===== src/hdl/sbc_pkg.sv =====
// ----------------------------------------------------------------------------
// sbc_pkg: shared types and constants of the segment box clipper
// Widths, register indexes, pipeline payload types and the restoring
// division step used by the back end.
// ----------------------------------------------------------------------------
package sbc_pkg;

  localparam int COORD_BITS    = 32;
  localparam int T_FRAC_BITS   = 16;
  localparam int DIFF_BITS     = COORD_BITS + 1;
  localparam int T_BITS        = T_FRAC_BITS + 1;
  localparam int HI_BITS       = DIFF_BITS - T_FRAC_BITS;
  localparam int PH_BITS       = HI_BITS + T_BITS;
  localparam int PL_BITS       = 2 * T_FRAC_BITS;
  localparam int SMAG_BITS     = PH_BITS + 1;
  localparam int SUM_BITS      = SMAG_BITS + 1;
  localparam int CFG_IDX_BITS  = 3;
  localparam int FIFO_DEPTH    = 4;
  localparam int FIFO_PTR_BITS = 2;
  localparam int NUM_LANES     = 6;

  typedef enum logic [CFG_IDX_BITS-1:0] {
    REG_BOX_MIN_X = 3'd0,
    REG_BOX_MIN_Y = 3'd1,
    REG_BOX_MIN_Z = 3'd2,
    REG_BOX_MAX_X = 3'd3,
    REG_BOX_MAX_Y = 3'd4,
    REG_BOX_MAX_Z = 3'd5
  } cfg_reg_e;

  typedef logic signed [COORD_BITS-1:0] coord_t;
  typedef logic signed [DIFF_BITS-1:0]  diff_t;
  typedef logic [DIFF_BITS-1:0]         mag_t;
  typedef logic [T_BITS-1:0]            tval_t;
  typedef logic [T_FRAC_BITS-1:0]       quot_t;

  localparam tval_t T_ONE = tval_t'(1) << T_FRAC_BITS;

  typedef struct packed {
    coord_t [2:0] mn;
    coord_t [2:0] mx;
  } box_t;

  // Lanes 0..2 hold the lower plane numerators, lanes 3..5 the upper ones.
  typedef struct packed {
    coord_t [2:0]           s;
    diff_t [2:0]            d;
    diff_t [NUM_LANES-1:0]  n;
    logic                   rej;
  } item_t;

  typedef struct packed {
    logic  zr;
    logic  sat;
    mag_t  r;
    mag_t  dm;
    quot_t q;
  } lane_t;

  typedef struct packed {
    coord_t [2:0]          s;
    diff_t [2:0]           d;
    logic                  rej;
    lane_t [NUM_LANES-1:0] ln;
  } div_t;

  function automatic mag_t mag(diff_t v);
    mag_t m;
    m = v[DIFF_BITS-1] ? mag_t'(-v) : mag_t'(v);
    return m;
  endfunction

  // One bit of restoring division.
  function automatic lane_t div_step(lane_t a);
    logic [DIFF_BITS:0] sh;
    lane_t              b;
    b  = a;
    sh = {a.r, 1'b0};
    if (sh >= {1'b0, a.dm}) begin
      b.r = DIFF_BITS'(sh - {1'b0, a.dm});
      b.q = {a.q[T_FRAC_BITS-2:0], 1'b1};
    end else begin
      b.r = sh[DIFF_BITS-1:0];
      b.q = {a.q[T_FRAC_BITS-2:0], 1'b0};
    end
    return b;
  endfunction

endpackage


===== src/hdl/sbc_fifo.sv =====
// ----------------------------------------------------------------------------
// sbc_fifo: queue between front and back
// Small flop-based first-in first-out buffer of classified segments.
// ----------------------------------------------------------------------------
module sbc_fifo (
  input  logic           clk_i,
  input  logic           rst_ni,
  input  sbc_pkg::item_t push_item_i,
  input  logic           push_valid_i,
  output logic           push_ready_o,
  output sbc_pkg::item_t pop_item_o,
  output logic           pop_valid_o,
  input  logic           pop_ready_i
);

  sbc_pkg::item_t                    mem_q [sbc_pkg::FIFO_DEPTH];
  logic [sbc_pkg::FIFO_PTR_BITS-1:0] wr_d, wr_q, rd_d, rd_q;
  logic [sbc_pkg::FIFO_PTR_BITS:0]   cnt_d, cnt_q;
  logic                              push, pop;

  assign push_ready_o = cnt_q != (sbc_pkg::FIFO_PTR_BITS + 1)'(sbc_pkg::FIFO_DEPTH);
  assign pop_valid_o  = cnt_q != '0;
  assign push         = push_valid_i && push_ready_o;
  assign pop          = pop_valid_o && pop_ready_i;
  assign pop_item_o   = mem_q[rd_q];

  always_comb begin
    wr_d  = push ? wr_q + 1'b1 : wr_q;
    rd_d  = pop ? rd_q + 1'b1 : rd_q;
    cnt_d = cnt_q;
    if (push && !pop) begin
      cnt_d = cnt_q + 1'b1;
    end else if (pop && !push) begin
      cnt_d = cnt_q - 1'b1;
    end
  end

  always_ff @(posedge clk_i or negedge rst_ni) begin
    if (!rst_ni) begin
      wr_q  <= '0;
      rd_q  <= '0;
      cnt_q <= '0;
    end else begin
      wr_q  <= wr_d;
      rd_q  <= rd_d;
      cnt_q <= cnt_d;
    end
  end

  always_ff @(posedge clk_i) begin
    if (push) begin
      mem_q[wr_q] <= push_item_i;
    end
  end

endmodule


===== config.mk =====
export PLATFORM = sky130hd
export DESIGN_NAME = sbc_fifo
export DESIGN_NICKNAME = d
export VERILOG_FILES = /design/src/hdl/sbc_pkg.sv /design/src/hdl/sbc_fifo.sv
export SDC_FILE = /design/constraint.sdc
export NUM_CORES = 1
export LEC_CHECK = 0
export BUFFER_PORTS_ARGS = -buffer_cell sky130_fd_sc_hd__buf_2
export CAP_MARGIN = 10
export CORE_MARGIN = 2
export CORE_UTILIZATION = 45
export DETAILED_ROUTE_END_ITERATION = 16
export PLACE_DENSITY = 0.75
export SYNTH_ARGS = -nofsm -noshare
export SYNTH_HDL_FRONTEND = slang
export SYNTH_SLANG_ARGS = --single-unit

===== constraint.sdc =====
create_clock -name clk_i -period 16.7 [get_ports clk_i]
set_input_delay 5.01 -clock clk_i [delete_from_list [all_inputs] [get_ports clk_i]]
set_output_delay 5.01 -clock clk_i [all_outputs]
set_load 0.05 [all_outputs]

After elaboration in Yosys (flattened, before gate mapping):

Memory sizes are Yosys's and may differ from the RTL's.
Index checks and enable logic that the tools add are counted.

* add/subtract/negate cells: 4
* multiply operators: 0
* div/mod/pow operators: 0
* order comparisons: 0
* eq/ne operators: 1
* shifts and indexed selects: 0
* multiplexer cells: 4
* bitwise operators: 0
* reduce and logical (&&, ||, !) cells: 8

Operators with widths (number)
* 3-bit two-way mux: 2
* 2-bit by 1-bit adder with 2-bit output (second input constant): 2
* 1-bit logical AND: 4
* 3-bit by 1-bit adder with 3-bit output (second input constant): 1
* 3-bit != test (second input constant): 1
* 3-bit nonzero test: 1
* 3-bit by 1-bit subtractor with 3-bit output (second input constant): 1
* 1-bit logical NOT: 2
* 1-bit two-way mux: 2
* 2-bit nonzero test: 1

* flip-flop bits (word level): 7
* latch bits: 0
* memory bits (writable): 1576
* memory bits (read-only): 0
* bits of input ports: 398
* output and inout bits: 396
* logic and storage cells: 21
* memories: 1

Memories
* mem_q: depth 4, width 394, rd ports 1, clocked after Yosys merged registers in 0, wr ports 1, RTL line sbc_fifo.sv:16 `sbc_pkg::item_t mem_q [sbc_pkg::FIFO_DEPTH];`

Logic depth before layout (Yosys ltp):

Gate-level depths: netlist of the first run.

* depth in word-level cells: 6
* mapped depth: 8
* mapped depth without buffers: 8

Worst setup path before layout of the first run:

OpenSTA, ideal clock, no wires.

* path type: input -> register
* start: input port push_valid_i
* end: memory mem_q[0][0] (netlist bit), enable pin
* library setup time: 0.808 ns
* arrival: 14.225 ns
* data required time: 15.892 ns
* setup slack: 1.668 ns
* stages: 2
* path buffers: 0
* cells stage by stage: a21boi_2 > and2_1

* cells in the longest elaborated chain, start to end: 3

Ends and longest elaborated chain
* from (decl): RTL line sbc_fifo.sv:9 `input logic push_valid_i,`
* 1-bit logical AND: RTL line sbc_fifo.sv:23 `assign push = push_valid_i && push_ready_o;`
* 1-bit two-way mux: RTL line sbc_fifo.sv:51 `if (push) begin`
* 1-bit two-way mux (not written as such): RTL line sbc_fifo.sv:52 `mem_q[wr_q] <= push_item_i;`
* to (decl): RTL line sbc_fifo.sv:16

Every way passes these cells.

==> results.cfg, run 1 <==
[sta]
clock.fmax_mhz = 107.0
slew_headroom = 0.2824
slew_viol_final = 0
finalSetupTns_ns = 0
period_minus_slack_ns = 9.345
finalCritPeriodShare = 0.5596
rsz0062_at_grt = no
worstMarginPinSlew_ns = 1.076
setup_violations = 0
fin_worst_skew_ns = 0.02016
hold_violations = 0

[critical_path]
critPathRequiredTime_ns = 11.69
start_kind = flop
crit_type = flop to output pin
r2r-start = cnt_q[0]$_DFFE_PN0P_
r2r_slack_ns = 12.36
endpoint_kind = output pin
cp_max_fo = 98
crit_path_start = rd_q[0]$_DFFE_PN0P_
critPathArrivalTime_ns = 4.34

[global_routing]
overflow = 0
grt_pass1_wl_um = 174900
grt_antenna_before_repair = 63
first_global_vias = 27052
grt_use_total = 0.1821
grt_max_degree = 140

[clocking]
numCtsBuffers = 156
clkTransAtPathRegs_ns = 0.06
clk_latency_ns = 0.79
post_cts_resized = 0
postCtsHoldBufs = 0
cts_tree = built
clock_sinks = 1583
cts_htree_levels = 4
post-cts-setup-buffers = 0
root_buffer = clkbuf_16
cts.path.max_buffers = 3

[synth]
ys_ff_latch = 1583
avgSynthCellArea_sq_um = 27.37
syn_nets = 2497
syn_inst = 2093
synth-seq-area-share = 0.8293
yosysUniqueCellTypes = 18
ys_warn_count = 0
syn_area_sq_um = 57280

[routing]
first_pass_iters = 6
vias = 25862
drtAntennaViolNets = 0
wl_per_cell_um = 24.93
finalWirelength_um = 119600
drc_errors = 0
drtIter0Drc = 2407
viasPerCell = 5.390

[power_and_ir_drop]
p_leak_nw = 22.93
p_per_area_nw_per_um2 = 211.7
worst_ir_drop_vdd_uv = 160.5

[placement]
place.gp.congestion = 0.7812
dp_hpwl_um = 73800
placed_cells = 4478
io_buffer_count = 793

[layout]
finalNonFillerCells = 4798
drive_gt1_frac = 0.4623
final_common_cell = edfxtp_1
final_nets = 3390
synthToLayoutAreaGrowth_pct = 19.02
layout_common_cells = edfxtp_1, buf_2, mux4_2, clkbuf_16, clkinv_1

[outcome]
status = complete, no violations

[floorplan]
core-area_sq_um = 125900
io_pins = 794
die-height_um = 360.8
dieArea_sq_um = 130200
initial_core_util = 0.4550
rows = 130
fp.dieW_um = 360.8

[worst_hold_path]
hold_path_startpoint = cnt_q[2]$_DFFE_PN0P_
holdCritPathClass = flop to flop

[job]
maxCapViolations = 0
[final cells by class]
class                   instances  area (sq um)
diodes                         35         87.58
clock buffers                 193          4074
clock inverters                92          1033
fillers                      9155         57720
inverters                       3         11.26
multi-input cells             419          9104
flip-flops and latches       1583         47510
well taps                    1650          2064
repair buffers                823          4294
[report_power, final]
group / leakage (nW) / switching [W] / total (W) / internal, W
clock: 2.49 / 0.00146 / 0.00346 / 0.00200
combinational: 5.93 / 0.00397 / 0.00549 / 0.00152
sequential: 14.5 / 0.000224 / 0.00548 / 0.00525
[Yosys cell counts, drive strengths merged]
| master | n | area share |
|---|---|---|
| a21boi | 1 | 0.00020 |
| and2 | 4 | 0.00044 |
| buf | 81 | 0.011 |
| clkbuf | 7 | 0.00046 |
| dfrtp | 7 | 0.0031 |
| edfxtp | 1576 | 0.83 |
| fa | 1 | 0.00035 |
| ha | 5 | 0.0011 |
| inv | 3 | 0.00020 |
| mux2 | 2 | 0.00039 |
| mux4 | 394 | 0.15 |
| nand2 | 2 | 0.00013 |
| nand3 | 1 | 0.000087 |
| nor2 | 2 | 0.00013 |
| or3 | 1 | 0.00011 |
| xnor2 | 4 | 0.00061 |
| xor2 | 2 | 0.00031 |
[state kept, by name (all words and copies together), names as in the netlist]
name / cells
cnt_q: 3
mem_q: 1576
rd_q: 2
wr_q: 2
[stage by stage]
step	utilization	setup slack, ns	area, sq um	power [W]	hold slack [ns]
after floorplan	-	1.668	57280	0.01013	0.4926
after detailed placement	0.5003	7.752	62980	0.01110	0.5217
after CTS	0.5408	7.137	68090	0.01459	0.5390
final	0.5415	7.355	68180	0.01443	0.5359
after global placement	0.5003	7.779	62980	0.01105	0.5187
after global routing	0.5412	6.919	68130	0.01495	0.5717
[path summary, 6_finish.rpt]
check / end / cells after the start
worst max-delay path: pop_item_o[197] / 4
worst min-delay path: cnt_q[2]$_DFFE_PN0P_ / 1
worst max register to register: mem_q[0][152]$_DFFE_PP_ / 6
worst min register to register: cnt_q[2]$_DFFE_PN0P_ / 1
max in group asynchronous: rd_q[1]$_DFFE_PN0P_ / 1
min in group asynchronous: wr_q[1]$_DFFE_PN0P_ / 1
[worst max-delay path: stages, from the launching register on]
cell and delay (ns):
dfrtp_4 1.01, buf_12 0.62, buf_4 0.83, mux4_2 0.62
buf_2 0.23
[metal layers]
metal,vias up,track usage,part of all wire
li1,11014,-,-
met1,13451,0.2153,0.36
met2,1056,0.2934,0.50
met3,291,0.07844,0.10
met4,50,0.07466,0.037
met5,-,0,0.0026
[cell families (layout without fill, tap and decap cells)]
kind of cell,Yosys count,in the layout,share of synthesized area
AO/OA/AOI/OAI,1,1,0.0001966
XOR/XNOR,6,6,0.0009174
adder cells (fa/ha/maj),6,6,0.001442
buffers and inverters,91,1111,0.01199
flip-flops,1583,1583,0.8293
multiplexers,396,396,0.1553
other,0,35,0
AND/OR/NAND/NOR,10,10,0.0008956
Note: power is estimated with default switching activity, not from simulation.
==> run 2, diff against run 1 <==
clock period = 9.2 ns   (was 16.7 ns; I/O delays follow)
==> results.cfg, run 2 (synthesis results as in run 1) <==
[power_and_ir_drop]
p_per_area_nw_per_um2 = 380.3
clkPwrFrac = 0.227
p_switching_w = 0.01017
pwr-share-seq = 0.386
combPwrFrac = 0.388
p_leak_nw = 22.77
worst_ir_drop_vdd_uv = 372.2
swShare = 0.3941
p_int_w = 0.01563

[job]
maxCapViolations = 0

[critical_path]
cpPeakStageDelay_ns = 1.02
crit_family = flip-flops
crit_path_start = rd_q[0]$_DFFE_PN0P_
crit_type = flop to output pin
cp_max_fo = 91
crit_buf_inv = 2
crit_chain = buf_12 > mux4_2 > buf_2
endpoint_kind = output pin
r2r-start = cnt_q[0]$_DFFE_PN0P_
start_kind = flop
slowest_stage = dfrtp_4
critPathArrivalTime_ns = 3.47
critPathRequiredTime_ns = 6.44
r2r_slack_ns = 6.11

[global_routing]
overflow = 0
grt_antenna_before_repair = 54
grt_pass1_wl_um = 177100
first_global_vias = 27086
grt_max_degree = 134
grt_use_total = 0.1835

[routing]
viasPerCell = 5.433
vias = 25985
wl_per_cell_um = 25.25
drtIter0Drc = 2543
finalWirelength_um = 120800
first_pass_iters = 5
drc_errors = 0
drtAntennaViolNets = 0

[clocking]
root_buffer = clkbuf_16
post_cts_resized = 0
numCtsBuffers = 154
cts_htree_levels = 4
clock_sinks = 1583
cts_tree = built
post-cts-setup-buffers = 0
cts.path.max_buffers = 3
clkTransAtPathRegs_ns = 0.06
clk_latency_ns = 0.78
postCtsHoldBufs = 0

[placement]
io_buffer_count = 793
place.gp.congestion = 0.7604
dp_hpwl_um = 74970

[floorplan]
core-area_sq_um = 125900
fp.dieW_um = 360.8
rows = 130
dieArea_sq_um = 130200
initial_core_util = 0.4550
io_pins = 794
die-height_um = 360.8

[worst_hold_path]
holdCritPathClass = flop to flop
hold_path_startpoint = cnt_q[2]$_DFFE_PN0P_

[layout]
top_regs = mem_q x1576, cnt_q x3
top_register = mem_q
final_util = 0.5389
drive_gt1_frac = 0.4599
synthToLayoutAreaGrowth_pct = 18.44
largest_reg_flops = 1576
final_nets = 3396
final_common_cell = edfxtp_1
layout_common_cells = edfxtp_1, buf_2, mux4_2, clkbuf_16, clkinv_1

[sta]
slew_headroom = 0.2331
fin_worst_skew_ns = 0.02905
period_minus_slack_ns = 6.230
worstMarginPinSlew_ns = 1.150
finalSetupTns_ns = 0
hold_violations = 0
slew_viol_final = 0
finalCritPeriodShare = 0.6772
rsz0062_at_grt = no
setup_violations = 0
clock.fmax_mhz = 160.5

[outcome]
status = complete, no violations
[run 2: changes by cell type in the layout (fill, tap and decap cells not counted), sizes merged]
cell	before	now
clkinv	62	64
inv	16	10
diode	35	26
buf	823	831
bufinv	16	5
clkinvlp	1	2
[run 2: worst paths after layout]
check | to | cells after the start
setup / recovery | pop_item_o[212] | 3
hold / removal | cnt_q[2]$_DFFE_PN0P_ | 1
setup reg to reg | mem_q[2][84]$_DFFE_PP_ | 4
hold reg to reg | cnt_q[2]$_DFFE_PN0P_ | 1
max in group asynchronous | rd_q[0]$_DFFE_PN0P_ | 1
min in group asynchronous | cnt_q[2]$_DFFE_PN0P_ | 1
[run 2: worst register-to-register path, cell delays in order, from the launching register on]
cell,delay [ns]
dfrtp_1,0.44
nor2_1,0.10
a21boi_2,0.36
and2_4,0.88
buf_12,0.59
[run 2: metrics by stage]
stage | power, W | hold WS [ns] | std cells | cell area, sq um | setup WS (ns)
after floorplan | 0.01803 | 0.4926 | 2093 | 57290 | 0.8594
after detailed placement | 0.02018 | 0.5265 | 4486 | 63090 | 3.674
after global placement | 0.02006 | 0.5129 | 4486 | 63090 | 3.706
after global routing | 0.02672 | 0.5703 | 4771 | 67820 | 2.703
final | 0.02580 | 0.5448 | 4783 | 67850 | 2.970
after CTS | 0.02608 | 0.5365 | 4757 | 67780 | 2.818
[run 2: cell type report]
cell class,instances,area (sq um)
inverters,3,11.26
clock buffers,193,4085
diodes,26,65.06
multi-input cells,419,9104
well taps,1650,2064
fillers,9213,58050
clock inverters,78,604.3
flip-flops and latches,1583,47510
repair buffers,831,4404
[run 2: power groups by stage]
stage / Combinational (W) / Clock (W) / Sequential (W)
floorplan: 0.00787 / 0 / 0.0102
finish: 0.0100 / 0.00585 / 0.00995
global placement: 0.0101 / 0 / 0.0100
global route: 0.0104 / 0.00626 / 0.0101
CTS: 0.0101 / 0.00598 / 0.00997
detailed placement: 0.0101 / 0 / 0.0101
[run 2: layer usage]
layer,GRT usage,part of all wire,vias up
met5,0,0.0027,-
met4,0.05817,0.024,54
met3,0.07097,0.098,250
met2,0.3064,0.51,1080
met1,0.2199,0.36,13595
li1,-,-,11006
