[src/hdl/sbc_pkg.sv]
// ----------------------------------------------------------------------------
// sbc_pkg: shared types and constants of the segment box clipper
// Widths, register indexes, pipeline payload types and the restoring
// division step used by the back end.
// ----------------------------------------------------------------------------
package sbc_pkg;

  localparam int COORD_BITS    = 32;
  localparam int T_FRAC_BITS   = 16;
  localparam int DIFF_BITS     = COORD_BITS + 1;
  localparam int T_BITS        = T_FRAC_BITS + 1;
  localparam int HI_BITS       = DIFF_BITS - T_FRAC_BITS;
  localparam int PH_BITS       = HI_BITS + T_BITS;
  localparam int PL_BITS       = 2 * T_FRAC_BITS;
  localparam int SMAG_BITS     = PH_BITS + 1;
  localparam int SUM_BITS      = SMAG_BITS + 1;
  localparam int CFG_IDX_BITS  = 3;
  localparam int FIFO_DEPTH    = 4;
  localparam int FIFO_PTR_BITS = 2;
  localparam int NUM_LANES     = 6;

  typedef enum logic [CFG_IDX_BITS-1:0] {
    REG_BOX_MIN_X = 3'd0,
    REG_BOX_MIN_Y = 3'd1,
    REG_BOX_MIN_Z = 3'd2,
    REG_BOX_MAX_X = 3'd3,
    REG_BOX_MAX_Y = 3'd4,
    REG_BOX_MAX_Z = 3'd5
  } cfg_reg_e;

  typedef logic signed [COORD_BITS-1:0] coord_t;
  typedef logic signed [DIFF_BITS-1:0]  diff_t;
  typedef logic [DIFF_BITS-1:0]         mag_t;
  typedef logic [T_BITS-1:0]            tval_t;
  typedef logic [T_FRAC_BITS-1:0]       quot_t;

  localparam tval_t T_ONE = tval_t'(1) << T_FRAC_BITS;

  typedef struct packed {
    coord_t [2:0] mn;
    coord_t [2:0] mx;
  } box_t;

  // Lanes 0..2 hold the lower plane numerators, lanes 3..5 the upper ones.
  typedef struct packed {
    coord_t [2:0]           s;
    diff_t [2:0]            d;
    diff_t [NUM_LANES-1:0]  n;
    logic                   rej;
  } item_t;

  typedef struct packed {
    logic  zr;
    logic  sat;
    mag_t  r;
    mag_t  dm;
    quot_t q;
  } lane_t;

  typedef struct packed {
    coord_t [2:0]          s;
    diff_t [2:0]           d;
    logic                  rej;
    lane_t [NUM_LANES-1:0] ln;
  } div_t;

  function automatic mag_t mag(diff_t v);
    mag_t m;
    m = v[DIFF_BITS-1] ? mag_t'(-v) : mag_t'(v);
    return m;
  endfunction

  // One bit of restoring division.
  function automatic lane_t div_step(lane_t a);
    logic [DIFF_BITS:0] sh;
    lane_t              b;
    b  = a;
    sh = {a.r, 1'b0};
    if (sh >= {1'b0, a.dm}) begin
      b.r = DIFF_BITS'(sh - {1'b0, a.dm});
      b.q = {a.q[T_FRAC_BITS-2:0], 1'b1};
    end else begin
      b.r = sh[DIFF_BITS-1:0];
      b.q = {a.q[T_FRAC_BITS-2:0], 1'b0};
    end
    return b;
  endfunction

endpackage

[src/hdl/sbc_if.sv]
// ----------------------------------------------------------------------------
// sbc_if: segment and result channels
// Valid/ready channels carrying one segment word and one result word.
// ----------------------------------------------------------------------------
interface sbc_in_if;
  logic                 valid;
  logic                 ready;
  sbc_pkg::coord_t      start_x;
  sbc_pkg::coord_t      start_y;
  sbc_pkg::coord_t      start_z;
  sbc_pkg::coord_t      end_x;
  sbc_pkg::coord_t      end_y;
  sbc_pkg::coord_t      end_z;
  modport source (output valid, start_x, start_y, start_z, end_x, end_y, end_z,
                  input ready);
  modport sink   (input valid, start_x, start_y, start_z, end_x, end_y, end_z,
                  output ready);
endinterface


[src/hdl/sbc_front.sv]
// ----------------------------------------------------------------------------
// sbc_front: segment intake and classification
// Registers each segment with its deltas, plane numerators and the
// zero-extent reject flag.
// ----------------------------------------------------------------------------
module sbc_front (
  input  logic           clk_i,
  input  logic           rst_ni,
  sbc_in_if.sink         seg_i,
  input  sbc_pkg::box_t  box_i,
  output sbc_pkg::item_t item_o,
  output logic           item_valid_o,
  input  logic           item_ready_i
);

  sbc_pkg::item_t  item_d, item_q;
  logic            fv_d, fv_q;
  logic            accept;
  sbc_pkg::coord_t s_c [3];
  sbc_pkg::coord_t e_c [3];

  assign seg_i.ready = !fv_q || item_ready_i;
  assign accept      = seg_i.valid && seg_i.ready;

  always_comb begin
    s_c[0] = seg_i.start_x;
    s_c[1] = seg_i.start_y;
    s_c[2] = seg_i.start_z;
    e_c[0] = seg_i.end_x;
    e_c[1] = seg_i.end_y;
    e_c[2] = seg_i.end_z;
    item_d = '0;
    for (int a = 0; a < 3; a++) begin
      item_d.s[a]     = s_c[a];
      item_d.d[a]     = sbc_pkg::DIFF_BITS'(e_c[a]) - sbc_pkg::DIFF_BITS'(s_c[a]);
      item_d.n[a]     = sbc_pkg::DIFF_BITS'($signed(box_i.mn[a]))
                        - sbc_pkg::DIFF_BITS'(s_c[a]);
      item_d.n[a + 3] = sbc_pkg::DIFF_BITS'($signed(box_i.mx[a]))
                        - sbc_pkg::DIFF_BITS'(s_c[a]);
      // A still axis rejects when its start lies outside the slab.
      if (e_c[a] == s_c[a] &&
          (s_c[a] < $signed(box_i.mn[a]) || s_c[a] > $signed(box_i.mx[a]))) begin
        item_d.rej = 1'b1;
      end
    end
  end

  always_comb begin
    fv_d = fv_q;
    if (accept) begin
      fv_d = 1'b1;
    end else if (item_ready_i) begin
      fv_d = 1'b0;
    end
  end

  always_ff @(posedge clk_i or negedge rst_ni) begin
    if (!rst_ni) begin
      fv_q <= 1'b0;
    end else begin
      fv_q <= fv_d;
    end
  end

  always_ff @(posedge clk_i) begin
    if (accept) begin
      item_q <= item_d;
    end
  end

  assign item_o       = item_q;
  assign item_valid_o = fv_q;

endmodule

[src/flat_wrapper.sv]
// flat-port wrapper written by rule: the top's interface ports become plain ports
module sbc_front_flat 
  (clk_i, rst_ni, box_i, item_o, item_valid_o, item_ready_i, seg_i_valid, seg_i_start_x, seg_i_start_y, seg_i_start_z, seg_i_end_x, seg_i_end_y, seg_i_end_z, seg_i_ready);
  sbc_in_if seg_i_i ();
  input  logic clk_i;
  input  logic rst_ni;
  input  sbc_pkg::box_t box_i;
  output sbc_pkg::item_t item_o;
  output logic item_valid_o;
  input  logic item_ready_i;
  input wire logic [$bits(seg_i_i.valid)-1:0] seg_i_valid;
  input wire logic [$bits(seg_i_i.start_x)-1:0] seg_i_start_x;
  input wire logic [$bits(seg_i_i.start_y)-1:0] seg_i_start_y;
  input wire logic [$bits(seg_i_i.start_z)-1:0] seg_i_start_z;
  input wire logic [$bits(seg_i_i.end_x)-1:0] seg_i_end_x;
  input wire logic [$bits(seg_i_i.end_y)-1:0] seg_i_end_y;
  input wire logic [$bits(seg_i_i.end_z)-1:0] seg_i_end_z;
  output wire logic [$bits(seg_i_i.ready)-1:0] seg_i_ready;
  assign seg_i_i.valid = seg_i_valid;
  assign seg_i_i.start_x = seg_i_start_x;
  assign seg_i_i.start_y = seg_i_start_y;
  assign seg_i_i.start_z = seg_i_start_z;
  assign seg_i_i.end_x = seg_i_end_x;
  assign seg_i_i.end_y = seg_i_end_y;
  assign seg_i_i.end_z = seg_i_end_z;
  assign seg_i_ready = seg_i_i.ready;
  sbc_front u_core (.clk_i(clk_i), .rst_ni(rst_ni), .seg_i(seg_i_i), .box_i(box_i), .item_o(item_o), .item_valid_o(item_valid_o), .item_ready_i(item_ready_i));
endmodule
[config.mk]
export PLATFORM = sky130hd
export DESIGN_NAME = sbc_front_flat
export DESIGN_NICKNAME = d
export VERILOG_FILES = /design/src/hdl/sbc_pkg.sv /design/src/hdl/sbc_if.sv /design/src/hdl/sbc_front.sv /design/src/flat_wrapper.sv
export SDC_FILE = /design/constraint.sdc
export NUM_CORES = 1
export LEC_CHECK = 0
export BUFFER_PORTS_ARGS = -buffer_cell sky130_fd_sc_hd__buf_2
export CELL_PAD_IN_SITES_DETAIL_PLACEMENT = 0
export CELL_PAD_IN_SITES_GLOBAL_PLACEMENT = 2
export CORE_AREA = 2 2 303 305
export DETAILED_ROUTE_END_ITERATION = 8
export DIE_AREA = 0 0 305 307
export GPL_TIMING_DRIVEN = 0
export HOLD_SLACK_MARGIN = 0.06
export PLACE_DENSITY = 0.79
export SYNTH_ARGS = -nofsm -noshare
export SYNTH_HDL_FRONTEND = slang
export SYNTH_SLANG_ARGS = --single-unit
[constraint.sdc]
create_clock -name clk_i -period 20.1 [get_ports clk_i]
set_input_delay 0 -clock clk_i [delete_from_list [all_inputs] [get_ports clk_i]]
set_output_delay 0 -clock clk_i [all_outputs]
set_load 0.01 [all_outputs]
After elaboration in Yosys (flattened, before gate mapping) --
Index checks and enable logic that the tools add are counted.
Word-level totals: output and inout port bits 396, flip-flop bits (word level) 395
Operators by class: multiplexer cells 3, reductions and logical operators 11, equality and inequality tests 3, order comparisons 6, add/sub/neg operators 9
Operator list (count):
- subtractor 32 x 32 -> 33 bit | 9
- == test 32 bit | 3
- > comparator 32 bit | 3
- < comparator 32 bit | 3
- logical AND 1 bit | 4
- logical OR 1 bit | 4
- 2-to-1 mux 1 bit | 3
- nonzero test 2 bit | 1
- OR reduction 2 bit | 1
- logical NOT 1 bit | 1

Longest topological paths before layout --
Gate-level depths: netlist of the first run.
word-level depth 4, gate-level depth with buffers 13

Least setup slack after synthesis of the first run --
No wires, ideal clock.
path type register to register, from register u_core.fv_q, in the netlist u_core.item_valid_o, to register u_core.item_q, in the netlist u_core.item_o[0] (enable), path slack 9760 ps, stages on the path, launching flop included 3, clock period less this slack 10340 ps, data arrival time 9531 ps, path buffers 0, cells stage by stage dfrtp_1 nand2b_1 and2_1
On the way: word-level cells in the longest chain between the ends 3
Ends and longest elaborated chain:
- start: declaration | line sbc_front.sv:17 | logic fv_d, fv_q;
- start signal: assignment | line sbc_front.sv:61 | fv_q <= fv_d;
- logical NOT 1 bit | line sbc_front.sv:22 | assign seg_i.ready = !fv_q || item_ready_i;
- logical OR 1 bit | line sbc_front.sv:22
- via seg_i_ready | line flat_wrapper.sv:18 | output wire logic [$bits(seg_i_i.ready)-1:0] seg_i_ready;
- logical AND 1 bit | line sbc_front.sv:23 | assign accept = seg_i.valid && seg_i.ready;
- via u_core.accept | line sbc_front.sv:18 | logic accept;
- end signal: assignment | line sbc_front.sv:67 | item_q <= item_d;
- end: declaration | line sbc_front.sv:16 | sbc_pkg::item_t item_d, item_q;
The timed path passes the listed nets, and every way through them passes these cells. A chain may end at the register's enable or synchronous reset.

==> impl_metrics.csv, run 1 <==
group,metric,value,unit
critical_path,crit_chain,"dlygate4sd3_1 -> buf_2 -> inv_1 -> ha_1 -> nor2b_1 -> o21ai_0 -> a21boi_1 -> o21ai_0 -> a21oi_1 -> o41ai_2 -> o311ai_0 -> o21ba_2 -> o21ai_0 -> a21oi_1 -> dlygate4sd3_1",
timing,final-setup-viol-count,0,
critical_path,worst_path_most_repeated_cell,"o21ai_0",
timing,min_period_over_period,20.8,%
synthesis,yosysUniqueCellTypes,85,
synthesis,synth_compound_area_share,18.0,%
pwr,p_int,1930,uW
synthesis,netlist_area,26300,um^2
hold_path,worst_hold_path.num_cells,3,
pwr,p_sw_share,31.3,%
timing,timing.final.hold_violations,0,
cts,post_cts.repair.setup_buffers,0,
timing,slew_viol_final,0,
critical_path,cp.required,20460,ps
timing,finalCriticalPeriod,4180,ps
synthesis,synthCells,2456,
timing,tns,0,ps
critical_path,slowest_delay,820,ps
pwr,p_seq_share,37.3,%
placement,gp_congestion,0.923,
hold_path,hp-class,"input port to flop",
synthesis,synth_edf_count,394,
timing,rsz0062_at_grt,"no",
timing,fmax,240,MHz
placement,hpwlAfterDp,87700,um
detailed_routing,ant_nets,0,
synthesis,yosys_warnings,0,
finish,fillers,8980,
global_route,grt_start_max_net_pins,73,
die,num_rows,111,
synthesis,synth_mux_area_share,0.119,%
pwr,leakage,0.0170,uW
die,design.portCount,784,
global_route,grt_usage,22.1,%
synthesis,synth_nets,3147,
critical_path,slowest_stage,"o41ai_2",
placement,placed_area,31900,um^2
critical_path,path_max_fanout,6,
cts,clock-sinks,395,
status,status,"complete, no violations",
critical_path,cp_data_arrival_time,4540,ps
pwr,pwr-share-clk,31.8,%
global_route,antenna_found_initial,16,
cts,cts_hold_buf,468,
finish,fin_area,38200,um^2
cts,cts_tree,"done",
die,die_w,305,um
global_route,grt_pass1_vias,25300,
pwr,switchingPower,879,uW
finish,finalCoreUtilization,42.1,%
synthesis,synth_top_family_by_area,"compound AO/OA/AOI/OAI gates",
synthesis,synth_xor_area_share,8.09,%
global_route,grt-ovfl-total,0,
pwr,power.total,2810,uW
run,drv_cap,0,
cts,cts_root_buf,"clkbuf_16",
cts,cts_inserted_buffers,52,
critical_path,end_kind,"flop",
cts,clkSlewWorstSetupHoldPaths,60,ps
critical_path,start_kind,"input port",
detailed_routing,vias,24300,
critical_path,ff2ff_path_depth,4,
synthesis,syn-mean-instance-area,10.7,um^2
global_route,grt_pass1_wl,155000,um
timing,maxSlewHeadroom,25.1,%
die,core-area,90700,um^2
die,die-area,93600,um^2
pwr,vdd_drop_max,56.5,uV
placement,io_buffers,783,
die,start_util,29.0,%
detailed_routing,drt_wl_total,107000,um
detailed_routing,drc,0,
cts,clk_path_buf_depth,3,
synthesis,async_flop_share,0.253,%
synthesis,ys.flop_type,"edfxtp_1",
synthesis,seq_area_frac_synth,45.0,%
synthesis,ys_ff_latch,395,
cts,h-tree-depth,2,
timing,finalClockSkew,15.8,ps
pwr,comb_power_share,30.9,%
cts,cts_resized,0,
cts,clk-insertion-delay-late,610,ps
finish,fin_nets,4458,
synthesis,yosys.area_share.simple,11.0,%
critical_path,worst-setup-path-type,"input port to flop",
timing,worst_pin_slew,1110,ps
detailed_routing,dr.pass1.iters,5,
pwr,power_density,73.7,nW/um^2
detailed_routing,wire_per_inst,21.4,um
detailed_routing,drtIter0Drc,1240,
finish,drive_gt1_share,23.7,%
synthesis,synth-adder-area-share,14.7,%
die,dieHeight,307,um
finish,area_growth,45.1,%
detailed_routing,via_per_inst,4.87,
==> routing by layer <==
layer | part of all wire (%) | vias to the layer above | routed length (um) | GRT usage (%)
li1 | - | 11800 | - | -
met1 | 39 | 11500 | 41500 | 24.6
met2 | 51 | 785 | 54500 | 41.1
met3 | 7.3 | 160 | 7830 | 6.00
met4 | 2.7 | 20 | 2840 | 5.95
met5 | 0.13 | - | 136 | 0
==> stage by stage <==
step / hold WS [ps] / setup WS [ps] / std cells
after floorplan: -296 / 9760 / 2456
after global placement: -225 / 5120 / 4425
after detailed placement: -225 / 15970 / 4431
after CTS: 63.1 / 16000 / 4993
after global routing: 68.7 / 15670 / 4995
final: 87.8 / 15930 / 4997
==> logic make-up after synthesis <==
| group | count (synthesis) |
|---|---|
| AND/OR/NAND/NOR | 588 |
| AO/OA/AOI/OAI | 714 |
| flip-flops | 395 |
| multiplexers | 3 |
| XOR/XNOR | 243 |
| adder cells (fa/ha/maj) | 303 |
| buffers and inverters | 210 |
==> power by group through the flow <==
stage	Sequential, uW	Clock, uW	Combinational (uW)
global route	1060	945	946
detailed placement	1070	0	745
floorplan	1130	0	415
global placement	1090	0	741
finish	1050	895	868
CTS	1050	920	869
==> flip-flops by register name (all words and copies together) (netlist names) <==
name and cells:
u_core.item_o 394, u_core.item_valid_o 1
==> Yosys cell counts, types with 14 or more instances <==
cell	count	area (um^2)
xor2_1	69	604
a31oi_1	26	163
o31ai_1	15	113
nand3_1	55	275
a21oi_1	210	1050
nand4_1	34	213
nor3_1	55	275
o21bai_1	31	233
nor2b_1	44	275
xnor2_1	174	1520
ha_1	294	3680
and3_1	23	144
o21ai_0	103	515
a21o_1	119	893
nand2_1	113	424
inv_1	193	724
nand2b_1	37	231
clkbuf_1	14	52.6
edfxtp_1	394	11800
a211oi_1	20	150
o21a_1	56	420
nor2_1	166	623
==> layout make-up <==
cell class              instances  area [um^2]  area share [%]
clock inverters                29          218           0.570
plain buffers                  17          100           0.262
repair buffers               1257         8770            23.0
diodes                          4         10.0          0.0262
clock buffers                  65         1370            3.59
flip-flops and latches        395        11900            31.1
inverters                     193          724            1.90
well taps                    1186         1480            3.89
multi-input cells            1851        13700            35.8
==> worst max-delay path, delay by kind of cell <==
family	cells	cell delay [ps]
compound gates	9	2660
fa+ha+maj	1	310
buf+inv	4	1420
simple gates	1	130
==> layout by cell type (no fill, tap or decap), types with 31 or more instances in the layout <==
cell           synthesis  layout
nand4_1               34      34
nor2b_1               44      44
a21oi_1              210     210
nor2_1               166     166
inv_1                193     193
o21ai_0              103     103
o21bai_1              31      31
nand2_1              113     113
clkbuf_16              0      53
nor3_1                55      55
buf_2                  0     783
xor2_1                69      69
nand2b_1              37      37
xnor2_1              174     174
edfxtp_1             394     394
dlygate4sd3_1          0     468
ha_1                 294     294
o21a_1                56      56
a21o_1               119     119
nand3_1               55      55
==> worst paths after layout <==
path / startpoint / to / slack, ps
worst min-delay path: seg_i_end_y[13] / u_core.item_o[245] / 90
worst max register to register: u_core.item_valid_o / u_core.item_o[135] / 17860
min in group asynchronous: rst_ni / u_core.item_valid_o / 220
worst max-delay path: seg_i_start_y[1] / u_core.item_o[259] / 15930
worst min register to register: u_core.item_valid_o / u_core.item_o[227] / 1070
max in group asynchronous: rst_ni / u_core.item_valid_o / 19780
Note: power is estimated with default switching activity, not from simulation.
==> inputs of run 2 (changes only) <==
Settings changed: ABC_AREA set to 1, CORE_AREA 2 2 303 305 to unset, CORE_MARGIN set to 2, CORE_UTILIZATION set to 31, DIE_AREA 0 0 305 307 to unset, PLACE_DENSITY 0.79 to 0.86.
Clock period 20.1 ns to 4.2 ns, I/O delays scaled along.
==> run 2 against run 1 <==
Against the previous run: register-to-register slack worse by 16000 ps; largest cell class unchanged; synthesized cell count is 45% higher; hold slack better by 6.4 ps; highest routed layer unchanged; worst setup slack worse by 15000 ps; non-clock buffer count is 20 lower.
==> impl_metrics.csv, run 2 <==
group,metric,value,unit
status,status,"complete, no violations",
pwr,vdd_drop_max,316,uV
detailed_routing,dr.pass1.iters,5,
pwr,p_sw_share,34.1,%
detailed_routing,ant_nets,0,
critical_path,crit_chain,"dlygate4sd3_1 -> buf_2 -> ha_1 -> fa_1 -> o21ai_2 -> a21oi_1 -> o21ai_1 -> nand4_1 -> nand2_1 -> nand3_1 -> nand2_1 -> nand2_1 -> dlygate4sd3_1",
synthesis,yosysUniqueCellTypes,48,
hold_path,worst_hold_path.num_cells,3,
critical_path,worst_path_most_repeated_cell,"nand2_1",
pwr,p_seq_share,35.5,%
critical_path,worst-setup-path-type,"input port to flop",
hold_path,hp-class,"input port to flop",
timing,maxSlewHeadroom,37.8,%
synthesis,synth_nets,4242,
critical_path,slowest_delay,540,ps
critical_path,start_kind,"input port",
die,start_util,31.2,%
die,die_w,313,um
detailed_routing,vias,30200,
timing,final-setup-viol-count,0,
synthesis,async_flop_share,0.253,%
synthesis,synthCells,3551,
detailed_routing,drc,0,
critical_path,slowest_stage,"dlygate4sd3_1",
synthesis,syn-mean-instance-area,8.32,um^2
critical_path,ff2ff_path_depth,6,
timing,fmax,333,MHz
cts,clk_path_buf_depth,3,
synthesis,yosysTopAreaCell,"edfxtp_1",
finish,fin_nets,5544,
detailed_routing,via_per_inst,4.90,
synthesis,yosys-top-cells-count,"nand2_1, inv_1, nor2_1, edfxtp_1, a21oi_1",
cts,clkSlewWorstSetupHoldPaths,60,ps
critical_path,path_max_fanout,4,
pwr,comb_power_share,31.7,%
global_route,antenna_found_initial,3,
timing,min_period_over_period,71.6,%
detailed_routing,drt_wl_total,127000,um
pwr,leakage,0.0193,uW
detailed_routing,drtIter0Drc,1978,
synthesis,netlist_area,29500,um^2
run,drv_cap,0,
timing,rsz0062_at_grt,"no",
global_route,grt_pass1_wl,185000,um
die,core-area,94700,um^2
detailed_routing,wire_per_inst,20.6,um
finish,final_common_cell,"buf_2",
finish,area_growth,40.9,%
synthesis,synth_edf_count,394,
timing,slew_viol_final,0,
finish,layout_common_cells,"buf_2, nand2_1, inv_1, dlygate4sd3_1, nor2_1",
finish,finalCoreUtilization,43.9,%
pwr,pwr-share-clk,32.8,%
critical_path,end_kind,"flop",
cts,h-tree-depth,2,
finish,fin_area,41600,um^2
synthesis,netlist_top_cells_area,"edfxtp_1, ha_1, nand2_1",
cts,cts_inserted_buffers,51,
global_route,grt_usage,25.0,%
placement,gp_congestion,0.967,
synthesis,synth_top_area_share,40.1,%
cts,clock-sinks,395,
critical_path,cp.required,4580,ps
timing,worst_pin_slew,930,ps
timing,finalClockSkew,12.5,ps
synthesis,yosys_warnings,0,
placement,hpwlAfterDp,105000,um
cts,cts_root_buf,"clkbuf_16",
finish,drive_gt1_share,19.4,%
synthesis,seq_area_frac_synth,40.1,%
placement,placed_area,35400,um^2
pwr,p_int,9350,uW
global_route,grt-ovfl-total,0,
synthesis,ys_ff_latch,395,
global_route,grt_start_max_net_pins,32,
timing,fin_ws,1190,ps
cts,clk-insertion-delay-late,630,ps
placement,dp_worst_setup_slack,1320,ps
die,design.portCount,784,
timing,timing.final.hold_violations,0,
die,num_rows,113,
timing,tns,0,ps
die,die-area,97800,um^2
die,dieHeight,313,um
timing,holdWs,94.2,ps
global_route,grt_pass1_vias,30700,
critical_path,cp_data_arrival_time,3380,ps
synthesis,post-synth-top-count-cell,"nand2_1",
synthesis,ys.flop_type,"edfxtp_1",
pwr,power_density,341,nW/um^2
timing,finalCriticalPeriod,3010,ps
pwr,switchingPower,4830,uW
cts,cts_tree,"done",
placement,io_buffers,783,
finish,largest_reg_flops,394,
[run 2: cell types whose count changed in the layout (fill, tap and decap cells not counted), sizes merged, moves of 55 or more]
cell / change
a21oi: +120
nor2: +246
xor2: +78
nand2: +650
xnor2: -98
o21ai: +86
inv: +305
nand3: +55
a21o: -81
[run 2: logic make-up after synthesis]
group | share of synthesized area, %
flops | 40.1
simple gates | 19.0
buf+inv | 6.37
compound gates | 14.8
fa+ha+maj | 13.1
xor+xnor | 6.61
[run 2: worst paths after layout]
path / to / slack (ps) / start
min in group asynchronous: u_core.item_valid_o / 280 / rst_ni
max in group asynchronous: u_core.item_valid_o / 3780 / rst_ni
worst min register to register: u_core.item_o[222] / 830 / u_core.item_valid_o
worst max-delay path: u_core.item_o[198] / 1190 / seg_i_start_z[0]
worst min-delay path: u_core.item_o[272] / 90 / seg_i_end_z[7]
worst max register to register: u_core.item_o[191] / 1580 / u_core.item_valid_o
[run 2: what timing repair did]
item | 4_1_cts | 5_1_grt
hold endpoints to repair | 407 | 0
hold buffers | 451 | 0
buffers inserted | 0 | 0
gates resized for setup | 0 | 0
[run 2: area by class of cell]
cell class | instances | area [um^2]
diodes | 1 | 2.50
plain buffers | 5 | 23.8
clock buffers | 57 | 1340
clock inverters | 38 | 389
fillers | 9536 | 53100
inverters | 495 | 1860
multi-input cells | 2656 | 15800
flip-flops and latches | 395 | 11900
well taps | 1265 | 1580
repair buffers | 1249 | 8760
[run 2: critical path, delay by kind of cell]
family                     cells  cell delay (ps)
AOI/OAI and AO/OA              3              820
adders and majority gates      2              680
buffers and inverters          3             1250
and+or+nand+nor                5              630
[run 2: metal layers]
layer	wire (um)	GRT usage (%)	vias up
met3	8620	5.27	205
li1	-	-	14700
met4	4820	8.84	2
met1	52700	30.9	14200
met2	60700	43.1	1066
met5	7	0	-
[run 2: power groups by stage]
stage	Sequential [uW]	Clock, uW	Combinational [uW]
2_1_floorplan	5350	0	2200
3_3_place_gp	5190	0	3990
3_5_place_dp	5100	0	4030
4_1_cts	5030	4760	4460
5_1_grt	5060	4900	4900
6_report	5030	4650	4500
[run 2: stage by stage]
step	total power (uW)	cells
2_1_floorplan	7550	3551
3_3_place_gp	9170	5599
3_5_place_dp	9140	5614
4_1_cts	14300	6160
5_1_grt	14900	6160
6_report	14200	6161
